`src/rtl/core/depq_pkg.sv`:
```
// Package for the double-ended priority queue: sizes, codes, sequencer states
// and the request/response structs between the sequencer and the node store.
// No dependencies.
package depq_pkg;

  localparam int unsigned CAPACITY = 1024;
  localparam int unsigned IDX_W    = $clog2(CAPACITY);
  localparam int unsigned POS_W    = $clog2(CAPACITY + 1);
  localparam int unsigned VAL_W    = 32;
  localparam int unsigned KIND_W   = 2;
  localparam int unsigned STATUS_W = 2;
  localparam int unsigned OCC_W    = 11;

  typedef enum logic [KIND_W-1:0] {
    KIND_INSERT     = 2'd0,
    KIND_REMOVE_MAX = 2'd1,
    KIND_REMOVE_MIN = 2'd2
  } kind_e;

  typedef enum logic [STATUS_W-1:0] {
    STATUS_OK    = 2'd0,
    STATUS_FULL  = 2'd1,
    STATUS_EMPTY = 2'd2
  } status_e;

  typedef enum logic [3:0] {
    ST_IDLE,
    ST_UP_RD,
    ST_UP_CMP,
    ST_RM_RD,
    ST_RM_LD,
    ST_DN_RD,
    ST_DN_CMP,
    ST_MN_RD,
    ST_MN_CMP,
    ST_MN_LD,
    ST_REP_SEL,
    ST_REP_RD,
    ST_REP_WR
  } state_e;

  typedef struct packed {
    logic [IDX_W-1:0]        pa_addr;
    logic [IDX_W-1:0]        pb_addr;
    logic [IDX_W-1:0]        ma_addr;
    logic [IDX_W-1:0]        mb_addr;
    logic                    pw_en;
    logic [IDX_W-1:0]        pw_addr;
    logic signed [VAL_W-1:0] pw_data;
    logic                    mw_en;
    logic [IDX_W-1:0]        mw_addr;
    logic signed [VAL_W-1:0] mw_data;
  } mem_req_t;

  typedef struct packed {
    logic signed [VAL_W-1:0] pa;
    logic signed [VAL_W-1:0] pb;
    logic signed [VAL_W-1:0] ma;
    logic signed [VAL_W-1:0] mb;
  } mem_rsp_t;

  // Heap positions are 1-based; storage is 0-based.
  function automatic logic [IDX_W-1:0] pos_idx(input logic [POS_W:0] p);
    logic [POS_W:0] t;
    t = p - 1'b1;
    return t[IDX_W-1:0];
  endfunction

endpackage

```
`src/rtl/core/depq_ctrl.sv`:
```
// Sequencer for the queue: sift up, sift down, minimum descent and minimum
// repair walks over the node store, plus the result register. Depends on depq_pkg.
module depq_ctrl (
  input  logic                          clk_i,
  input  logic                          rst_ni,
  input  logic                          in_valid_i,
  output logic                          in_ready_o,
  input  logic [depq_pkg::KIND_W-1:0]   in_kind_i,
  input  logic signed [depq_pkg::VAL_W-1:0] in_value_i,
  output logic                          out_valid_o,
  input  logic                          out_ready_i,
  output logic signed [depq_pkg::VAL_W-1:0] out_removed_o,
  output logic [depq_pkg::STATUS_W-1:0] out_status_o,
  output logic [depq_pkg::OCC_W-1:0]    out_occupancy_o,
  output depq_pkg::mem_req_t            req_o,
  input  depq_pkg::mem_rsp_t            rsp_i
);
  import depq_pkg::*;

  state_e                  state_q, state_d;
  logic [POS_W-1:0]        cnt_q, cnt_d;
  logic [POS_W-1:0]        pos_q, pos_d;
  logic [POS_W-1:0]        node_q, node_d;
  logic [POS_W-1:0]        repa_q, repa_d;
  logic [POS_W-1:0]        repb_q, repb_d;
  logic signed [VAL_W-1:0] cur_q, cur_d;
  logic signed [VAL_W-1:0] rem_q, rem_d;
  logic                    out_valid_q, out_valid_d;
  logic signed [VAL_W-1:0] out_rem_q, out_rem_d;
  logic [STATUS_W-1:0]     out_status_q, out_status_d;
  logic [OCC_W-1:0]        out_occ_q, out_occ_d;

  logic                    accept;
  logic                    full, empty;
  logic [POS_W:0]          cnt_x, pos_x, node_x;
  logic [POS_W:0]          lpos, rpos, lnode, rnode;
  logic                    dn_right;
  logic signed [VAL_W-1:0] dn_val;
  logic [POS_W:0]          dn_pos;
  logic                    dn_move;
  logic                    up_move;
  logic                    rep_leaf;
  logic signed [VAL_W-1:0] rep_min;

  assign in_ready_o = (state_q == ST_IDLE) && (!out_valid_q || out_ready_i);
  assign accept     = in_valid_i && in_ready_o;
  assign full       = (cnt_q >= POS_W'(CAPACITY));
  assign empty      = (cnt_q == '0);

  assign cnt_x  = {1'b0, cnt_q};
  assign pos_x  = {1'b0, pos_q};
  assign node_x = {1'b0, node_q};
  assign lpos   = {pos_q, 1'b0};
  assign rpos   = {pos_q, 1'b1};
  assign lnode  = {node_q, 1'b0};
  assign rnode  = {node_q, 1'b1};

  // sift-down: larger child, right wins only on strictly greater
  assign dn_right = (rpos <= cnt_x) && (rsp_i.pb > rsp_i.pa);
  assign dn_val   = dn_right ? rsp_i.pb : rsp_i.pa;
  assign dn_pos   = dn_right ? rpos : lpos;
  assign dn_move  = (cur_q < dn_val);
  assign up_move  = (rsp_i.pa < cur_q);

  assign rep_leaf = (lnode > cnt_x);
  always_comb begin
    if (rep_leaf) begin
      rep_min = rsp_i.pa;
    end else if (rnode <= cnt_x) begin
      rep_min = (rsp_i.ma < rsp_i.mb) ? rsp_i.ma : rsp_i.mb;
    end else begin
      rep_min = rsp_i.ma;
    end
  end

  // next state
  always_comb begin
    state_d = state_q;
    case (state_q)
      ST_IDLE: begin
        if (accept) begin
          case (in_kind_i)
            KIND_INSERT:     state_d = full  ? ST_IDLE : ST_UP_RD;
            KIND_REMOVE_MAX: state_d = empty ? ST_IDLE : ST_RM_RD;
            KIND_REMOVE_MIN: state_d = empty ? ST_IDLE : ST_MN_RD;
            default:         state_d = ST_IDLE;
          endcase
        end
      end
      ST_UP_RD:   state_d = (pos_q == POS_W'(1)) ? ST_REP_SEL : ST_UP_CMP;
      ST_UP_CMP:  state_d = up_move ? ST_UP_RD : ST_REP_SEL;
      ST_RM_RD:   state_d = ST_RM_LD;
      ST_RM_LD:   state_d = (cnt_q == POS_W'(1)) ? ST_REP_SEL : ST_DN_RD;
      ST_DN_RD:   state_d = (lpos > cnt_x) ? ST_REP_SEL : ST_DN_CMP;
      ST_DN_CMP:  state_d = dn_move ? ST_DN_RD : ST_REP_SEL;
      ST_MN_RD:   state_d = (pos_q <= (cnt_q >> 1)) ? ST_MN_CMP : ST_MN_LD;
      ST_MN_CMP:  state_d = ST_MN_RD;
      ST_MN_LD:   state_d = (pos_q != cnt_q) ? ST_UP_RD : ST_REP_SEL;
      ST_REP_SEL: state_d = (repa_q != '0 || repb_q != '0) ? ST_REP_RD : ST_IDLE;
      ST_REP_RD:  state_d = ST_REP_WR;
      ST_REP_WR:  state_d = (node_q == POS_W'(1)) ? ST_REP_SEL : ST_REP_RD;
      default:    state_d = ST_IDLE;
    endcase
  end

  // datapath registers and store requests
  always_comb begin
    cnt_d        = cnt_q;
    pos_d        = pos_q;
    node_d       = node_q;
    repa_d       = repa_q;
    repb_d       = repb_q;
    cur_d        = cur_q;
    rem_d        = rem_q;
    out_valid_d  = out_valid_q && !out_ready_i;
    out_rem_d    = out_rem_q;
    out_status_d = out_status_q;
    out_occ_d    = out_occ_q;
    req_o        = '0;

    case (state_q)
      ST_IDLE: begin
        if (accept) begin
          rem_d = '0;
          case (in_kind_i)
            KIND_INSERT: begin
              if (full) begin
                out_valid_d  = 1'b1;
                out_rem_d    = '0;
                out_status_d = STATUS_FULL;
                out_occ_d    = OCC_W'(cnt_q);
              end else begin
                cnt_d  = cnt_q + 1'b1;
                pos_d  = cnt_q + 1'b1;
                repa_d = cnt_q + 1'b1;
                repb_d = '0;
                cur_d  = in_value_i;
              end
            end
            KIND_REMOVE_MAX, KIND_REMOVE_MIN: begin
              if (empty) begin
                out_valid_d  = 1'b1;
                out_rem_d    = '0;
                out_status_d = STATUS_EMPTY;
                out_occ_d    = OCC_W'(cnt_q);
              end else begin
                pos_d = POS_W'(1);
              end
            end
            default: begin
              out_valid_d  = 1'b1;
              out_rem_d    = '0;
              out_status_d = STATUS_OK;
              out_occ_d    = OCC_W'(cnt_q);
            end
          endcase
        end
      end
      ST_UP_RD: begin
        if (pos_q == POS_W'(1)) begin
          req_o.pw_en   = 1'b1;
          req_o.pw_addr = pos_idx(pos_x);
          req_o.pw_data = cur_q;
        end else begin
          req_o.pa_addr = pos_idx(pos_x >> 1);
        end
      end
      ST_UP_CMP: begin
        req_o.pw_en   = 1'b1;
        req_o.pw_addr = pos_idx(pos_x);
        if (up_move) begin
          req_o.pw_data = rsp_i.pa;
          pos_d         = pos_q >> 1;
        end else begin
          req_o.pw_data = cur_q;
        end
      end
      ST_RM_RD: begin
        req_o.pa_addr = pos_idx((POS_W+1)'(1));
        req_o.pb_addr = pos_idx(cnt_x);
      end
      ST_RM_LD: begin
        rem_d  = rsp_i.pa;
        cur_d  = rsp_i.pb;
        cnt_d  = cnt_q - 1'b1;
        repa_d = '0;
        repb_d = cnt_q >> 1;
      end
      ST_DN_RD: begin
        if (lpos > cnt_x) begin
          req_o.pw_en   = 1'b1;
          req_o.pw_addr = pos_idx(pos_x);
          req_o.pw_data = cur_q;
          repa_d        = pos_q;
        end else begin
          req_o.pa_addr = pos_idx(lpos);
          req_o.pb_addr = pos_idx(rpos);
        end
      end
      ST_DN_CMP: begin
        req_o.pw_en   = 1'b1;
        req_o.pw_addr = pos_idx(pos_x);
        if (dn_move) begin
          req_o.pw_data = dn_val;
          pos_d         = dn_pos[POS_W-1:0];
        end else begin
          req_o.pw_data = cur_q;
          repa_d        = pos_q;
        end
      end
      ST_MN_RD: begin
        if (pos_q <= (cnt_q >> 1)) begin
          req_o.ma_addr = pos_idx(pos_x);
          req_o.mb_addr = pos_idx(lpos);
        end else begin
          req_o.pa_addr = pos_idx(pos_x);
          req_o.pb_addr = pos_idx(cnt_x);
        end
      end
      ST_MN_CMP: begin
        // follow the child that holds the subtree minimum, left on a tie
        pos_d = (rsp_i.ma == rsp_i.mb) ? lpos[POS_W-1:0] : rpos[POS_W-1:0];
      end
      ST_MN_LD: begin
        rem_d  = rsp_i.pa;
        cur_d  = rsp_i.pb;
        cnt_d  = cnt_q - 1'b1;
        repb_d = cnt_q >> 1;
        repa_d = (pos_q != cnt_q) ? pos_q : '0;
      end
      ST_REP_SEL: begin
        if (repa_q != '0) begin
          node_d = repa_q;
          repa_d = '0;
        end else if (repb_q != '0) begin
          node_d = repb_q;
          repb_d = '0;
        end else begin
          out_valid_d  = 1'b1;
          out_rem_d    = rem_q;
          out_status_d = STATUS_OK;
          out_occ_d    = OCC_W'(cnt_q);
        end
      end
      ST_REP_RD: begin
        if (rep_leaf) begin
          req_o.pa_addr = pos_idx(node_x);
        end else begin
          req_o.ma_addr = pos_idx(lnode);
          req_o.mb_addr = pos_idx(rnode);
        end
      end
      ST_REP_WR: begin
        req_o.mw_en   = 1'b1;
        req_o.mw_addr = pos_idx(node_x);
        req_o.mw_data = rep_min;
        node_d        = node_q >> 1;
      end
      default: begin
      end
    endcase
  end

  always_ff @(posedge clk_i or negedge rst_ni) begin
    if (!rst_ni) begin
      state_q     <= ST_IDLE;
      cnt_q       <= '0;
      out_valid_q <= 1'b0;
    end else begin
      state_q     <= state_d;
      cnt_q       <= cnt_d;
      out_valid_q <= out_valid_d;
    end
  end

  always_ff @(posedge clk_i) begin
    pos_q        <= pos_d;
    node_q       <= node_d;
    repa_q       <= repa_d;
    repb_q       <= repb_d;
    cur_q        <= cur_d;
    rem_q        <= rem_d;
    out_rem_q    <= out_rem_d;
    out_status_q <= out_status_d;
    out_occ_q    <= out_occ_d;
  end

  assign out_valid_o     = out_valid_q;
  assign out_removed_o   = out_rem_q;
  assign out_status_o    = out_status_q;
  assign out_occupancy_o = out_occ_q;

endmodule

```
`config.mk`:
```
export PLATFORM = sky130hd
export DESIGN_NAME = depq_ctrl
export DESIGN_NICKNAME = d
export VERILOG_FILES = /design/src/rtl/core/depq_pkg.sv /design/src/rtl/core/depq_ctrl.sv
export SDC_FILE = /design/constraint.sdc
export NUM_CORES = 1
export LEC_CHECK = 0
export ABC_AREA = 1
export BUFFER_PORTS_ARGS = -buffer_cell sky130_fd_sc_hd__buf_2
export CAP_MARGIN = 20
export CORE_ASPECT_RATIO = 0.7
export CORE_MARGIN = 2
export CORE_UTILIZATION = 30
export CTS_BUF_LIST = sky130_fd_sc_hd__clkbuf_4
export CTS_CLUSTER_DIAMETER = 60
export DETAILED_ROUTE_END_ITERATION = 7
export PLACE_DENSITY_LB_ADDON = 0.05
export SETUP_SLACK_MARGIN = 0.5
export SLEW_MARGIN = 20
export SYNTH_ARGS = -nofsm -noshare
export SYNTH_HDL_FRONTEND = slang
export SYNTH_SLANG_ARGS = --single-unit
```
`constraint.sdc`:
```
create_clock -name clk_i -period 8.6 [get_ports clk_i]
set_input_delay 1.72 -clock clk_i [delete_from_list [all_inputs] [get_ports clk_i]]
set_output_delay 1.72 -clock clk_i [all_outputs]
set_load 0.01 [all_outputs]
```
# After elaboration in Yosys (flattened, before gate mapping)
# Index checks and enable logic that the tools add are counted.
# W data, S select, Z words.
dict set report op_classes {
  shift 0
  mux 94
  addsub 10
  n_eq_ne 36
  bitwise 0
  div 0
  n_mul 0
  n_reduce_logical 28
  order_cmp 10
}
# cell count
set ops {}
lappend ops {{$mux W32} 15}
lappend ops {{$pmux W32 S2} 4}
lappend ops {{$mux W11} 23}
lappend ops {{$pmux W43 S4} 1}
lappend ops {{$mux W43} 3}
lappend ops {{$pmux W11 S2} 5}
lappend ops {{$lt A32 B32 Y1} 3}
lappend ops {{$mux W20} 4}
lappend ops {{$sub A10 B1 Y10 const B} 8}
lappend ops {{$pmux W11 S6} 1}
lappend ops {{$pmux W4 S13} 1}
lappend ops {{$pmux W11 S4} 1}
lappend ops {{$pmux W10 S4} 1}
lappend ops {{$pmux W20 S2} 1}
lappend ops {{$eq A11 B1 Y1 const B} 3}
lappend ops {{$pmux W11 S3} 1}
lappend ops {{$eq A32 B32 Y1} 1}
lappend ops {{$gt A32 B32 Y1} 1}
lappend ops {{$mux W4} 8}
lappend ops {{$pmux W10 S3} 1}
lappend ops {{$gt A12 B11 Y1} 2}
lappend ops {{$le A12 B11 Y1} 2}
lappend ops {{$reduce_bool A11 Y1} 2}
lappend ops {{$eq A4 B4 Y1 const B} 5}
lappend ops {{36 further kinds} 81}
dict set report word_totals {
  inputBits 166
  ram_bits 0
  n_memories 0
  regBits 169
  latchBits 0
  romBits 0
  output_inout_bits 173
  word_cells 190
}

# Depth between registers and ports, before layout
dict set report logic_depth {
  depth_word 6
  ltp_mapped 36
  ltp_nobuf 34
}

# Least setup slack after synthesis
# No wires, ideal clock.
dict set report synth_timing {
  kind {input -> output}
  from {in rsp_i[127] in the netlist's numbering}
  to {out req_o[48] in the netlist's numbering}
  t_arrival_ps 5427
  path_buffers 2
  path_slack_ps 1453
  required_time_ps 6880
  stages 26
  path_cell_list {inv_1 ha_1 nand2_1 nor2_1 nand2_1 nor3b_2 nand3b_1 and2_4 nand3_4 clkbuf_1 nand2_1 o21ai_0 inv_1 ha_1 a21oi_1 nor2_1 a211oi_1 o221a_2 nor2_1 a211oi_1 nand3_1 nand3_4 nand2_4 buf_8 nand2_2 nand2_1}
}
# element line_no
set synth_rtl {}
lappend synth_rtl {{start: declaration} depq_ctrl.sv:16} ;# input depq_pkg::mem_rsp_t rsp_i
lappend synth_rtl {{end: declaration} depq_ctrl.sv:15} ;# output depq_pkg::mem_req_t req_o,

==> flow_metrics.env <==
export IMPL_cts_tree="yes"
export IMPL_hold_ws_ns=0.5613
export IMPL_period_share=0.9109
export IMPL_peakVddDrop_mv=0.1602
export IMPL_path_clk_slew_ns=0.17
export IMPL_antenna_left=0
export IMPL_netlist_instances=2018
export IMPL_rsz0062_at_grt="no"
export IMPL_yosys_area_top_type="edfxtp_1"
export IMPL_dieArea_um2=51070
export IMPL_synth_nets=2345
export IMPL_critical_path_class="input port to output port"
export IMPL_crit_arrival_ns=6.11
export IMPL_place_gp_congestion=0.9493
export IMPL_critical_path_max_fanout=15
export IMPL_grt_max_degree=73
export IMPL_htree_levels=4
export IMPL_synth_ff_type="edfxtp_1"
export IMPL_synth_ff_latch_count=168
export IMPL_status="completed"
export IMPL_vias=15440
export IMPL_setup_viol=0
export IMPL_chipWidth_um=269.2
export IMPL_max_freq_ghz=0.1277
export IMPL_first_global_vias=14250
export IMPL_fp_coreArea_um2=48200
export IMPL_r2r_start="cnt_q[10]"
export IMPL_hpwlAfterDp_um=52140
export IMPL_power_leakage_nw=9.264
export IMPL_clock_skew_ns=0.04090
export IMPL_rows=67
export IMPL_drt_iter0_markers=1593
export IMPL_cts_root_buffer_cell="clkbuf_4"
export IMPL_synthArstFlopShare=0.09524
export IMPL_yosys_warnings=0
export IMPL_end_kind="output port"
export IMPL_ff_latch_area_um2=4965
export IMPL_synth_edf_count=152
export IMPL_multi_input_area_um2=8267
export IMPL_clk_latency_ns=0.67
export IMPL_startpoint="rsp_i[103]"
export IMPL_cts_sinks=168
export IMPL_synthDistinctLibCells=53
export IMPL_worst_path_buf_inv=6
export IMPL_holdBufCountCts=0
export IMPL_avgRoutedWirePerCell_um=21.86
export IMPL_critPathTopFamily="simple AND/OR/NAND/NOR gates"
export IMPL_max_cap_viol_count=0
export IMPL_tightestPinTransition_ns=1.138
export IMPL_synth_area_leaders="edfxtp_1, ha_1, nand2_1"
export IMPL_slew_headroom=0.2346
export IMPL_crit_path_frequent_cell="nand2_1"
export IMPL_final_common_cell="nand2_1"
export IMPL_slowest_stage="ha_1"
export IMPL_drt_first_pass_iters=6
export IMPL_crit_required_ns=6.88
export IMPL_fin_setup_tns_ns=0
export IMPL_initial_core_util=0.3065
export IMPL_fin_total_pwr_mw=5.591
export IMPL_syn_cell_area_um2=14770
export IMPL_hold_class="register to register"
export IMPL_clock_path_buffers=2
export IMPL_nNetsFinal=2674
export IMPL_via_per_inst=5.111
export IMPL_period_minus_slack_ns=7.834
export IMPL_grt_pass1_wl_um=95050
export IMPL_antenna_found_initial=7
export IMPL_synth_top_area_share=0.3089
export IMPL_fp_dieH_um=189.7
export IMPL_final_cell_mix="nand2_1, inv_1, buf_2"
export IMPL_drc=0
export IMPL_drive_above_1_share=0.1936
export IMPL_port_buffers=338
export IMPL_syn_to_final_growth_pct=20.22
export IMPL_track_usage=0.2519
export IMPL_cp_slowest_stage_delay_ns=0.31
export IMPL_drt_wl_total_um=66000
export IMPL_cts_buffers=17
export IMPL_n_fill_cell=5263
export IMPL_seq_area_frac_synth=0.3360
export IMPL_start_kind="input port"
export IMPL_grt_overflow_total=0
export IMPL_num_io_pins=339
export IMPL_powerDensity_nw_per_um2=314.8
export IMPL_drv_slew=0
export IMPL_hp_start="rem_q[17]"
export IMPL_syn_area_per_cell_um2=7.321
export IMPL_hold_viol=0
==> path summary, 6_finish.rpt <==
path	end	slack [ns]	depth (start not counted)
min reg2reg	out_removed_o[17]	0.56	2
max reg2reg	pos_q[4]	3.11	26
max in group asynchronous	out_valid_o	7.32	1
min	out_removed_o[17]	0.56	2
max	req_o[73]	0.77	28
min in group asynchronous	state_q[1]	0.95	1
==> metal layers <==
metal	share of wire	vias up	track usage
met5	0.00032	-	0
met4	0.011	4	0.04641
met3	0.093	44	0.05415
met2	0.38	709	0.3275
met1	0.52	7288	0.4118
li1	-	7390	-
==> area by class of cell <==
cell class / count / area share
Timing Repair Buffer: 379 / 0.1141
Clock buffer: 17 / 0.007186
Sequential cell: 168 / 0.2795
Inverter: 370 / 0.07848
Multi-Input combinational cell: 1411 / 0.4654
Tap cell: 655 / 0.04614
Clock inverter: 15 / 0.008383
Antenna cell: 5 / 0.0007045
==> state kept, by name (all words and copies together), names as in the netlist, 11 cells and up <==
signal,flops
cnt_q,11
cur_q,32
rem_q,32
out_occupancy_o,11
out_removed_o,32
pos_q,11
repa_q,11
node_q,11
==> power breakdown <==
part	switching (mW)	leakage, nW	internal [mW]
Combinational	2.35	7.47	1.02
Sequential	0.323	1.65	1.40
Clock	0.367	0.150	0.131
Total	3.04	9.26	2.55
==> logic make-up after synthesis <==
| family | Yosys count | share of synthesized area |
|---|---|---|
| buffers and inverters | 444 | 0.1150 |
| flip-flops | 168 | 0.3360 |
| adder cells (fa/ha/maj) | 161 | 0.1363 |
| AO/OA/AOI/OAI | 427 | 0.1640 |
| AND/OR/NAND/NOR | 771 | 0.2207 |
| XOR/XNOR | 47 | 0.02786 |
==> worst reg2reg max path, cell delays in order, from the launching register on <==
cell and delay [ns]:
dfrtp_1 0.63, inv_1 0.28, ha_1 0.38, nand2_1 0.09, nor2_4 0.10, nand2_2 0.08
nor2_4 0.11, nand3_2 0.09, clkinv_1 0.06, nand2_1 0.04, nand2_1 0.15, and2_4 0.25
nand3_2 0.20, buf_4 0.20, o21ai_0 0.22, inv_1 0.07, ha_1 0.30, nand4_1 0.15
a31oi_1 0.09, a2111oi_1 0.31, nand2_1 0.16, nand2_2 0.13, nand3_1 0.19, nand3_2 0.23
buf_4 0.17, nand3_1 0.06, inv_1 0.43
==> synthesized netlist by cell type (3+ instances only) <==
master / count
a211oi_1: 7
o21a_1: 3
clkinv_1: 5
o2111ai_1: 3
o31ai_1: 5
edfxtp_1: 152
nor4_1: 10
o21ai_0: 181
clkbuf_1: 62
o221ai_1: 14
ha_1: 161
o22ai_1: 28
nand3_1: 40
nand2_2: 13
nor2_1: 257
a21o_1: 5
a22oi_1: 5
xor2_1: 41
nand3_2: 3
nand2_1: 370
nor3_1: 18
nand4_1: 42
a31oi_1: 5
a21oi_1: 128
o211ai_1: 35
nand2_4: 3
buf_1: 6
dfrtp_1: 16
xnor2_1: 6
a2111oi_0: 3
inv_1: 364
==> repair_timing <==
action                                  CTS  global route
pin swaps                                 3             1
endpoints found under the setup margin   26            32
buffers inserted                          3             1
resized for setup                         2            19
cloned                                    2             3
==> through the flow <==
stage | instance area (um^2) | setup slack (ns) | cells | util
after detailed placement | 17280 | 0.3178 | 2973 | 0.3584
after global placement | 17280 | 0.4647 | 2973 | 0.3584
after CTS | 17610 | 0.5289 | 3010 | 0.3653
final | 17760 | 0.7664 | 3020 | 0.3685
after global routing | 17760 | 0.4996 | 3018 | 0.3684
after floorplan | 14770 | 1.453 | 2018 | -
Note: power is estimated with default switching activity, not from simulation.
